File: src/sv/pfpc_pkg.sv
// Shared types and constants for the pose frame parser with clamping.
// Used by every module of the block; depends on nothing.
`timescale 1ns / 1ps
`default_nettype none

package pfpc_pkg;

    // Burst framing
    localparam int POS_W       = 7;
    localparam int MAX_BURST   = 64;
    localparam int MIN_BURST   = 14;
    localparam int FIELD_FIRST = 4;
    localparam int FIELD_LAST  = 12;
    localparam int FIELD_N     = FIELD_LAST - FIELD_FIRST + 1;
    localparam int FIELD_IDX_W = $clog2(FIELD_N);
    localparam int HDR_LEN     = 4;

    localparam logic [POS_W-1:0] POS_SAT = '1;

    localparam logic [7:0] HDR_BYTE0 = 8'hFA;
    localparam logic [7:0] HDR_BYTE1 = 8'hFB;
    localparam logic [7:0] HDR_BYTE2 = 8'h04;
    localparam logic [7:0] HDR_BYTE3 = 8'h01;
    localparam logic [7:0] TRAILER   = 8'hFE;

    // Values and limits
    localparam int VAL_W   = 16;
    localparam int VAL_N   = 4;
    localparam int RAD_W   = 17;
    localparam int LIMIT_N = 2 * VAL_N;
    localparam int YAW_IDX = 3;

    // Yaw to negated radians: round(|yaw| * 8192 / 5730) by reciprocal multiply.
    localparam int RAD_FRAC    = 13;
    localparam int RAD_DEN     = 5730;
    localparam int RAD_HALF    = RAD_DEN / 2;
    localparam int NUM_W       = VAL_W + 1 + RAD_FRAC;
    localparam int RECIP_SHIFT = 42;
    localparam int RECIP_W     = 30;
    localparam logic [RECIP_W-1:0] RECIP =
        RECIP_W'(((64'd1 << RECIP_SHIFT) + 64'(RAD_DEN) - 64'd1) / 64'(RAD_DEN));
    localparam int QUOT_W = 16;

    // Configuration register indexes
    typedef enum logic [2:0] {
        REG_X_LO   = 3'd0,
        REG_X_HI   = 3'd1,
        REG_Y_LO   = 3'd2,
        REG_Y_HI   = 3'd3,
        REG_Z_LO   = 3'd4,
        REG_Z_HI   = 3'd5,
        REG_YAW_LO = 3'd6,
        REG_YAW_HI = 3'd7
    } cfg_reg_t;

    typedef logic signed [VAL_W-1:0] val_t;
    typedef val_t [VAL_N-1:0]   val_vec_t;
    typedef val_t [LIMIT_N-1:0] limit_vec_t;

    // One closed burst moving down the pipeline
    typedef struct packed {
        logic       valid;
        logic       ok;
        logic [7:0] mode;
        val_vec_t   vals;
    } frame_t;

    function automatic logic [7:0] hdr_byte(input logic [1:0] idx);
        logic [7:0] b;
        unique case (idx)
            2'd0:    b = HDR_BYTE0;
            2'd1:    b = HDR_BYTE1;
            2'd2:    b = HDR_BYTE2;
            default: b = HDR_BYTE3;
        endcase
        return b;
    endfunction

endpackage

`default_nettype wire

File: src/sv/pfpc_capture.sv
// Byte capture stage: tracks burst position and header, keeps the field bytes,
// and emits one frame record per burst end. Depends on pfpc_pkg.
`timescale 1ns / 1ps
`default_nettype none

module pfpc_capture (
    input  wire logic            clk,
    input  wire logic            rst_n,
    input  wire logic            adv,
    input  wire logic            in_valid,
    input  wire logic [7:0]      in_byte,
    input  wire logic            in_last,
    output pfpc_pkg::frame_t     ev
);

    logic [pfpc_pkg::POS_W-1:0]       pos_reg, pos_next;
    logic                             hdr_good_reg, hdr_good_next;
    logic [7:0]                       field_reg [pfpc_pkg::FIELD_N];
    pfpc_pkg::frame_t                 ev_reg, ev_next;
    logic                             take;
    logic                             in_field;
    logic [pfpc_pkg::FIELD_IDX_W-1:0] field_idx;

    assign take      = adv && in_valid;
    assign in_field  = (pos_reg >= pfpc_pkg::POS_W'(pfpc_pkg::FIELD_FIRST)) &&
                       (pos_reg <= pfpc_pkg::POS_W'(pfpc_pkg::FIELD_LAST));
    assign field_idx = pfpc_pkg::FIELD_IDX_W'(pos_reg - pfpc_pkg::POS_W'(pfpc_pkg::FIELD_FIRST));

    always_comb
    begin
        pos_next      = pos_reg;
        hdr_good_next = hdr_good_reg;
        ev_next       = ev_reg;
        if (adv)
        begin
            ev_next.valid = 1'b0;
        end
        if (take)
        begin
            if (in_last)
            begin
                // close the burst and restart framing
                ev_next.valid = 1'b1;
                ev_next.ok    = hdr_good_reg && (in_byte == pfpc_pkg::TRAILER) &&
                    (pos_reg >= pfpc_pkg::POS_W'(pfpc_pkg::MIN_BURST - 1)) &&
                    (pos_reg <= pfpc_pkg::POS_W'(pfpc_pkg::MAX_BURST - 1));
                ev_next.mode  = field_reg[0];
                for (int k = 0; k < pfpc_pkg::VAL_N; k++)
                begin
                    ev_next.vals[k] = {field_reg[2*k+1], field_reg[2*k+2]};
                end
                pos_next      = '0;
                hdr_good_next = 1'b1;
            end
            else
            begin
                if (pos_reg < pfpc_pkg::POS_W'(pfpc_pkg::HDR_LEN) &&
                    in_byte != pfpc_pkg::hdr_byte(pos_reg[1:0]))
                begin
                    hdr_good_next = 1'b0;
                end
                if (pos_reg != pfpc_pkg::POS_SAT)
                begin
                    pos_next = pos_reg + 1'b1;
                end
            end
        end
    end

    always_ff @(posedge clk or negedge rst_n)
    begin
        if (!rst_n)
        begin
            pos_reg      <= '0;
            hdr_good_reg <= 1'b1;
            ev_reg       <= '0;
        end
        else
        begin
            pos_reg      <= pos_next;
            hdr_good_reg <= hdr_good_next;
            ev_reg       <= ev_next;
        end
    end

    // field bytes need no reset: every one is written before an accepted burst reads it
    always_ff @(posedge clk)
    begin
        if (take && in_field)
        begin
            field_reg[field_idx] <= in_byte;
        end
    end

    assign ev = ev_reg;

    a_pos_restart: assert property (@(posedge clk) disable iff (!rst_n)
        (take && in_last) |=> (pos_reg == '0 && hdr_good_reg))
        else $error("burst position not restarted after burst end");

    a_short_reject: assert property (@(posedge clk) disable iff (!rst_n)
        (take && in_last && pos_reg < pfpc_pkg::POS_W'(pfpc_pkg::MIN_BURST - 1))
        |=> !ev_reg.ok)
        else $error("short burst accepted");

endmodule

`default_nettype wire

File: src/sv/pfpc_clamp.sv
// Clamp stage: limits each decoded value to its configured low and high bound.
// Depends on pfpc_pkg.
`timescale 1ns / 1ps
`default_nettype none

module pfpc_clamp (
    input  wire logic                 clk,
    input  wire logic                 rst_n,
    input  wire logic                 adv,
    input  wire pfpc_pkg::frame_t     ev,
    input  wire pfpc_pkg::limit_vec_t limits,
    output pfpc_pkg::frame_t          cl
);

    pfpc_pkg::frame_t cl_reg, cl_next;
    pfpc_pkg::val_t   v, lo, hi;

    always_comb
    begin
        cl_next = cl_reg;
        v  = '0;
        lo = '0;
        hi = '0;
        if (adv)
        begin
            cl_next.valid = ev.valid;
            cl_next.ok    = ev.ok;
            cl_next.mode  = ev.mode;
            for (int k = 0; k < pfpc_pkg::VAL_N; k++)
            begin
                v  = $signed(ev.vals[k]);
                lo = $signed(limits[2*k]);
                hi = $signed(limits[2*k+1]);
                // when the limits cross, a value below the low bound gives the low bound and any other the high bound
                priority if (v < lo)
                    cl_next.vals[k] = lo;
                else if (v > hi)
                    cl_next.vals[k] = hi;
                else
                    cl_next.vals[k] = v;
            end
        end
    end

    always_ff @(posedge clk or negedge rst_n)
    begin
        if (!rst_n)
        begin
            cl_reg <= '0;
        end
        else
        begin
            cl_reg <= cl_next;
        end
    end

    assign cl = cl_reg;

endmodule

`default_nettype wire

File: src/sv/pfpc_yaw.sv
// Yaw conversion and hold stage: reciprocal multiply for negated radians,
// then the held-value result register. Depends on pfpc_pkg.
`timescale 1ns / 1ps
`default_nettype none

module pfpc_yaw (
    input  wire logic                                clk,
    input  wire logic                                rst_n,
    input  wire logic                                adv,
    input  wire pfpc_pkg::frame_t                    cl,
    output logic                                     out_valid,
    output logic                                     out_ok,
    output logic [7:0]                               held_mode,
    output pfpc_pkg::val_vec_t                       held_vals,
    output logic signed [pfpc_pkg::RAD_W-1:0]        held_rad
);

    pfpc_pkg::frame_t                       s3_reg;
    logic                                   neg_reg;
    logic [pfpc_pkg::QUOT_W-1:0]            quot_reg;
    logic [pfpc_pkg::VAL_W:0]               yaw_ext, yaw_mag;
    logic [pfpc_pkg::NUM_W-1:0]             num;
    logic [pfpc_pkg::NUM_W+pfpc_pkg::RECIP_W-1:0] prod;
    logic                                   yaw_pos;

    logic                                   out_valid_reg;
    logic                                   ok_reg;
    logic [7:0]                             mode_reg;
    pfpc_pkg::val_vec_t                     vals_reg;
    logic signed [pfpc_pkg::RAD_W-1:0]      rad_reg;
    logic signed [pfpc_pkg::RAD_W-1:0]      rad_next;
    logic                                   hold_load;

    // magnitude of yaw, scaled by 2^13 with half the divisor added for rounding
    assign yaw_ext = {cl.vals[pfpc_pkg::YAW_IDX][pfpc_pkg::VAL_W-1], cl.vals[pfpc_pkg::YAW_IDX]};
    assign yaw_mag = yaw_ext[pfpc_pkg::VAL_W] ? (~yaw_ext + 1'b1) : yaw_ext;
    assign yaw_pos = !yaw_ext[pfpc_pkg::VAL_W] && (|yaw_ext);
    assign num     = {yaw_mag, {pfpc_pkg::RAD_FRAC{1'b0}}} +
                     pfpc_pkg::NUM_W'(pfpc_pkg::RAD_HALF);
    assign prod    = num * pfpc_pkg::RECIP;

    always_ff @(posedge clk or negedge rst_n)
    begin
        if (!rst_n)
        begin
            s3_reg   <= '0;
            neg_reg  <= 1'b0;
            quot_reg <= '0;
        end
        else if (adv)
        begin
            s3_reg   <= cl;
            neg_reg  <= yaw_pos;
            quot_reg <= prod[pfpc_pkg::RECIP_SHIFT +: pfpc_pkg::QUOT_W];
        end
    end

    // positive yaw gives negative radians
    assign rad_next  = neg_reg ? -$signed({1'b0, quot_reg}) : $signed({1'b0, quot_reg});
    assign hold_load = adv && s3_reg.valid && s3_reg.ok;

    always_ff @(posedge clk or negedge rst_n)
    begin
        if (!rst_n)
        begin
            out_valid_reg <= 1'b0;
            ok_reg        <= 1'b0;
            mode_reg      <= '0;
            vals_reg      <= '0;
            rad_reg       <= '0;
        end
        else
        begin
            if (adv)
            begin
                out_valid_reg <= s3_reg.valid;
                ok_reg        <= s3_reg.ok;
            end
            if (hold_load)
            begin
                mode_reg <= s3_reg.mode;
                vals_reg <= s3_reg.vals;
                rad_reg  <= rad_next;
            end
        end
    end

    assign out_valid = out_valid_reg;
    assign out_ok    = ok_reg;
    assign held_mode = mode_reg;
    assign held_vals = vals_reg;
    assign held_rad  = rad_reg;

    a_hold_stable: assert property (@(posedge clk) disable iff (!rst_n)
        !hold_load |=> ($stable(vals_reg) && $stable(rad_reg) && $stable(mode_reg)))
        else $error("held values changed without an accepted frame");

    a_rad_sign: assert property (@(posedge clk) disable iff (!rst_n)
        !($signed(vals_reg[pfpc_pkg::YAW_IDX]) > 0 && rad_reg > 0) &&
        !($signed(vals_reg[pfpc_pkg::YAW_IDX]) < 0 && rad_reg < 0))
        else $error("radian yaw sign does not oppose held yaw");

endmodule

`default_nettype wire

File: src/sv/pose_frame_parser_clamp.sv
// Pose frame parser with clamping: top level with input skid stage and limit registers.
// Instantiates pfpc_capture, pfpc_clamp, pfpc_yaw; depends on pfpc_pkg.
//
// Usage:
//   Slave stream (s_*): one received serial byte per transfer in s_tdata[7:0],
//   s_tlast high on the last byte of a read burst.
//   Master stream (m_*): one result per burst end, none for other bytes.
//   m_tuser is the accept flag of that burst; m_tdata carries the mode byte and
//   the held clamped x, y, z, yaw and negated yaw in radians (Q3.13).
//   A rejected burst repeats the values of the last accepted one.
//   Config port: cfg_we writes cfg_data to limit register cfg_index; write only
//   while the block is idle.
// Timing:
//   One byte per cycle sustained while the result register is free or being
//   taken. A result appears on m_tvalid after the closing byte passes the capture,
//   clamp and reciprocal multiply stages, then the result register.
// Reset: limits, held values and burst framing clear; s_tready rises at once.
// Stall: while m_tready is low and a result waits, the pipeline holds; one more
//   byte is caught in the skid register, then s_tready drops until the result
//   is taken.
`timescale 1ns / 1ps
`default_nettype none

module pose_frame_parser_clamp (
    input  wire logic        clk,
    input  wire logic        rst_n,
    // slave stream
    input  wire logic        s_tvalid,
    output logic             s_tready,
    input  wire logic [7:0]  s_tdata,   // [7:0] rx_byte
    input  wire logic        s_tlast,   // burst_end
    // master stream
    output logic             m_tvalid,
    input  wire logic        m_tready,
    output logic [95:0]      m_tdata,   // [7:0] mode_byte, [23:8] pos_x_mm, [39:24] pos_y_mm,
                                        // [55:40] pos_z_mm, [71:56] yaw_centideg,
                                        // [88:72] yaw_rad_q13, [95:89] zero
    output logic             m_tuser,   // frame_ok
    // configuration
    input  wire logic        cfg_we,
    input  wire logic [2:0]  cfg_index,
    input  wire logic [15:0] cfg_data
);

    pfpc_pkg::limit_vec_t               limit_reg;
    logic                               skid_valid_reg, skid_valid_next;
    logic [7:0]                         skid_byte_reg;
    logic                               skid_last_reg;
    logic                               adv;
    logic                               s_take;
    logic                               item_valid;
    logic [7:0]                         item_byte;
    logic                               item_last;
    pfpc_pkg::frame_t                   ev;
    pfpc_pkg::frame_t                   cl;
    logic                               out_valid;
    logic                               out_ok;
    logic [7:0]                         held_mode;
    pfpc_pkg::val_vec_t                 held_vals;
    logic signed [pfpc_pkg::RAD_W-1:0]  held_rad;

    // limit registers
    always_ff @(posedge clk or negedge rst_n)
    begin
        if (!rst_n)
        begin
            limit_reg <= '0;
        end
        else if (cfg_we)
        begin
            limit_reg[cfg_index] <= cfg_data;
        end
    end

    // advance the pipeline whenever the result register is free or being taken
    assign adv      = !out_valid || m_tready;
    assign s_tready = !skid_valid_reg;
    assign s_take   = s_tvalid && s_tready;

    assign item_valid = skid_valid_reg || s_take;
    assign item_byte  = skid_valid_reg ? skid_byte_reg : s_tdata;
    assign item_last  = skid_valid_reg ? skid_last_reg : s_tlast;

    always_comb
    begin
        skid_valid_next = skid_valid_reg;
        if (adv)
        begin
            skid_valid_next = 1'b0;
        end
        else if (s_take)
        begin
            skid_valid_next = 1'b1;
        end
    end

    always_ff @(posedge clk or negedge rst_n)
    begin
        if (!rst_n)
        begin
            skid_valid_reg <= 1'b0;
        end
        else
        begin
            skid_valid_reg <= skid_valid_next;
        end
    end

    always_ff @(posedge clk)
    begin
        if (!adv && s_take)
        begin
            skid_byte_reg <= s_tdata;
            skid_last_reg <= s_tlast;
        end
    end

    pfpc_capture u_capture (
        .clk      (clk),
        .rst_n    (rst_n),
        .adv      (adv),
        .in_valid (item_valid),
        .in_byte  (item_byte),
        .in_last  (item_last),
        .ev       (ev)
    );

    pfpc_clamp u_clamp (
        .clk    (clk),
        .rst_n  (rst_n),
        .adv    (adv),
        .ev     (ev),
        .limits (limit_reg),
        .cl     (cl)
    );

    pfpc_yaw u_yaw (
        .clk       (clk),
        .rst_n     (rst_n),
        .adv       (adv),
        .cl        (cl),
        .out_valid (out_valid),
        .out_ok    (out_ok),
        .held_mode (held_mode),
        .held_vals (held_vals),
        .held_rad  (held_rad)
    );

    assign m_tvalid = out_valid;
    assign m_tuser  = out_ok;
    assign m_tdata  = {7'b0, held_rad, held_vals[3], held_vals[2], held_vals[1],
                       held_vals[0], held_mode};

    a_skid_implies_stall: assert property (@(posedge clk) disable iff (!rst_n)
        skid_valid_reg |-> out_valid)
        else $error("skid register holds a byte while the result register is empty");

    a_skid_fill: assert property (@(posedge clk) disable iff (!rst_n)
        (s_take && !adv) |=> (skid_valid_reg && !s_tready))
        else $error("transfer during stall not held in skid register");

endmodule

`default_nettype wire
File: config.mk
export PLATFORM = sky130hd
export DESIGN_NAME = pose_frame_parser_clamp
export DESIGN_NICKNAME = d
export VERILOG_FILES = /design/src/sv/pfpc_pkg.sv /design/src/sv/pfpc_capture.sv /design/src/sv/pfpc_clamp.sv /design/src/sv/pfpc_yaw.sv /design/src/sv/pose_frame_parser_clamp.sv
export SDC_FILE = /design/constraint.sdc
export NUM_CORES = 2
export LEC_CHECK = 0
export BUFFER_PORTS_ARGS = -buffer_cell sky130_fd_sc_hd__buf_4
export CAP_MARGIN = 20
export CORE_ASPECT_RATIO = 0.75
export CORE_MARGIN = 5
export CORE_UTILIZATION = 38
export DETAILED_ROUTE_END_ITERATION = 8
export SYNTH_ARGS = -nofsm -noshare
export SYNTH_HDL_FRONTEND = slang
export SYNTH_SLANG_ARGS = --single-unit
File: constraint.sdc
create_clock -name clk -period 10.1 [get_ports clk]
set_input_delay 0.505 -clock clk [delete_from_list [all_inputs] [get_ports clk]]
set_output_delay 0.505 -clock clk [all_outputs]
set_load 0.05 [all_outputs]
==> flow_summary.yaml <==
outcome:
  status: "complete, but fails checks"
  violations: "negative hold slack"
global_routing:
  grt_start_max_net_pins: 130
  grt_pass1_vias: 24500
  grt_pass1_wl_um: 152000
  grtUsageTotal_pct: 19.3
  grt_antenna_before_repair: 4
  grt-ovfl-total: 0
clock_network:
  numCtsBuffers: 53
  clock-sinks: 548
  cts_buffer_depth: 3
  cts_setup_buffers: 0
  clk_pin_slew_ns: 0.06
  cts_root_buffer: "clkbuf_16"
  cts_tree: "built"
  clock_latency_ns: 0.61
  htree_num_levels: 2
  cts_hold_buf: 0
  cts_resized: 0
floorplanning:
  initial_utilization_pct: 38.1
  rows: 98
  core_mm2: 0.0949
  dieArea_mm2: 0.102
  die_h_um: 277
  die_width_um: 366
  io_pins: 132
run:
  drv_cap: 0
sta:
  setup_ws_ns: 0.860
  relSlewSlack_pct: 29.8
  rsz0062_at_grt: "false"
  whs_ns: -0.0272
  fin_worst_skew_ns: 0.0220
  worst_pin_slew_ns: 1.05
  setup_tns_ns: 0
  fmax_ghz: 0.108
  period_share_pct: 91.5
  min_period_ns: 9.24
  report.final.setup_viol: 0
  finalHoldViolCount: 10
  drv_slew: 0
critical_path:
  cp-start-kind: "flip-flop"
  critPathTopFamily: "adder cells"
  slowest_stage: "fa_1"
  cp_data_arrival_time_ns: 9.76
  cp-end-kind: "flip-flop"
  criticalPathCategory: "reg2reg"
  cpPeakStageDelay_ns: 0.66
  required_ns: 10.62
  path_buf_inv: 6
  worstPathMaxFanout: 7
  cpMostUsedCell: "fa_1"
place:
  io_buffers: 124
  routabilityCongestion: 0.984
  pre_cts_ws_ns: 0.900
  dpl.hpwl_um: 75800
layout:
  drive_gt1_share_pct: 13.1
  layout_commonest_cell: "nand2_1"
  n_fill_cell: 9076
  syn2layout_area_growth_pct: 11.7
  antenna_cells: 0
  most-common-layout-cells: "647 x nand2_1, 497 x inv_1, 466 x dfrtp_1, 354 x ha_1, 272 x fa_1"
  largest_reg_flops: 128
  layout.nets: 4214
  utilization_pct: 42.6
logic_synthesis:
  synthFlopType: "dfrtp_1"
  syn_inst: 3437
  yosys_register_bits: 548
  yosys.cell_types.count: 82
  ys.warnings.count: 0
  synth_area_mm2: 0.0362
  async_flop_share_pct: 85.2
  yosysSeqAreaShare_pct: 39.0
  syn_avg_cell_area_um2: 10.5
  synth-edff-count: 81
routing:
  ant_nets: 0
  routed_wl_um: 97400
  viasPerCell: 4.98
  wl_per_cell_um: 20.1
  drc: 0
  drtIter0Drc: 1960
  vias: 24100
  firstDrtPassIters: 5
worst_hold_path:
  holdCritPathClass: "in2async"
==> stage by stage <==
step	area, um2	cells
after floorplan	36200	3454
after global placement	38600	4747
after detailed placement	38600	4748
after CTS	40400	4841
after global routing	40400	4843
final	40400	4843
==> cell families after synthesis <==
family	after synthesis	share of synthesized area [%]
flip-flops	548	39.0
other	2	0.0208
AO/OA/AOI/OAI	394	7.07
buffers and inverters	626	6.59
XOR/XNOR	83	2.23
adder cells (fa/ha/maj)	626	27.3
multiplexers	217	6.63
AND/OR/NAND/NOR	941	11.1
==> metal layers <==
metal / part of all wire, % / track usage [%]
met1: 53 / 31.3
met2: 37 / 25.0
met3: 8.3 / 6.01
met4: 1.3 / 2.96
met5: 0.13 / 0.985
==> synth_stat cells (7+ instances only) <==
cell	number	area [um2]
nand2_1	647	2430
inv_1	497	1870
dfrtp_1	466	11700
ha_1	354	4430
fa_1	272	5450
mux2_2	177	1990
o21ai_0	140	701
clkbuf_1	98	368
nor2_1	83	312
edfxtp_1	81	2430
a21oi_1	60	300
nand3_1	47	235
xnor2_1	47	412
mux2i_1	39	390
nor3_1	33	165
a21o_1	31	233
xor2_1	27	236
and3_1	26	163
o211ai_1	26	195
nand4_1	25	156
a211oi_1	22	165
a221o_1	16	160
o311ai_0	16	140
o21a_1	14	105
nand2b_1	13	81.3
nor2b_1	13	81.3
o21ai_1	13	65.1
inv_2	10	37.5
or3_1	8	50.1
a31oi_1	7	43.8
buf_1	7	26.3
buf_2	7	35.0
buf_4	7	52.6
nor4_1	7	43.8
==> layout make-up <==
class | instances | area (um2) | share of cell area (%)
Tap cell | 1250 | 1560 | 3.87
Sequential cell | 548 | 14100 | 34.9
Multi-Input combinational cell | 2280 | 19800 | 49.0
Clock buffer | 74 | 1520 | 3.75
Timing Repair Buffer | 165 | 1300 | 3.22
Inverter | 507 | 1900 | 4.71
Clock inverter | 19 | 223 | 0.551
==> worst register-to-register path: cells and delay by family, from the launching register on <==
kind            cells  cell delay, ns
xor+xnor            1            0.51
compound gates      7            1.49
buf+inv             6            0.56
fa+ha+maj           9            4.35
mux                 1            0.21
flops               1            0.50
simple gates        4            1.54
==> final timing paths <==
check	to	depth (start not counted)	slack, ns	startpoint
min in group clk	skid_last_reg	1	0.08	s_tlast
worst min-delay path	u_yaw.held_vals[19]	1	-0.03	rst_n
max in group asynchronous	u_yaw.held_rad[3]	3	7.76	rst_n
worst max register to register	u_yaw.quot_reg[15]	28	0.86	u_clamp.cl[54]
worst max-delay path	u_yaw.quot_reg[15]	28	0.86	u_clamp.cl[54]
worst min register to register	u_yaw.held_vals[35]	2	0.46	u_yaw.s3_reg[35]
Power is left out: the tool's default activity adds up to more than one toggle a clock period on the data nets, which glitch-free logic cannot reach.
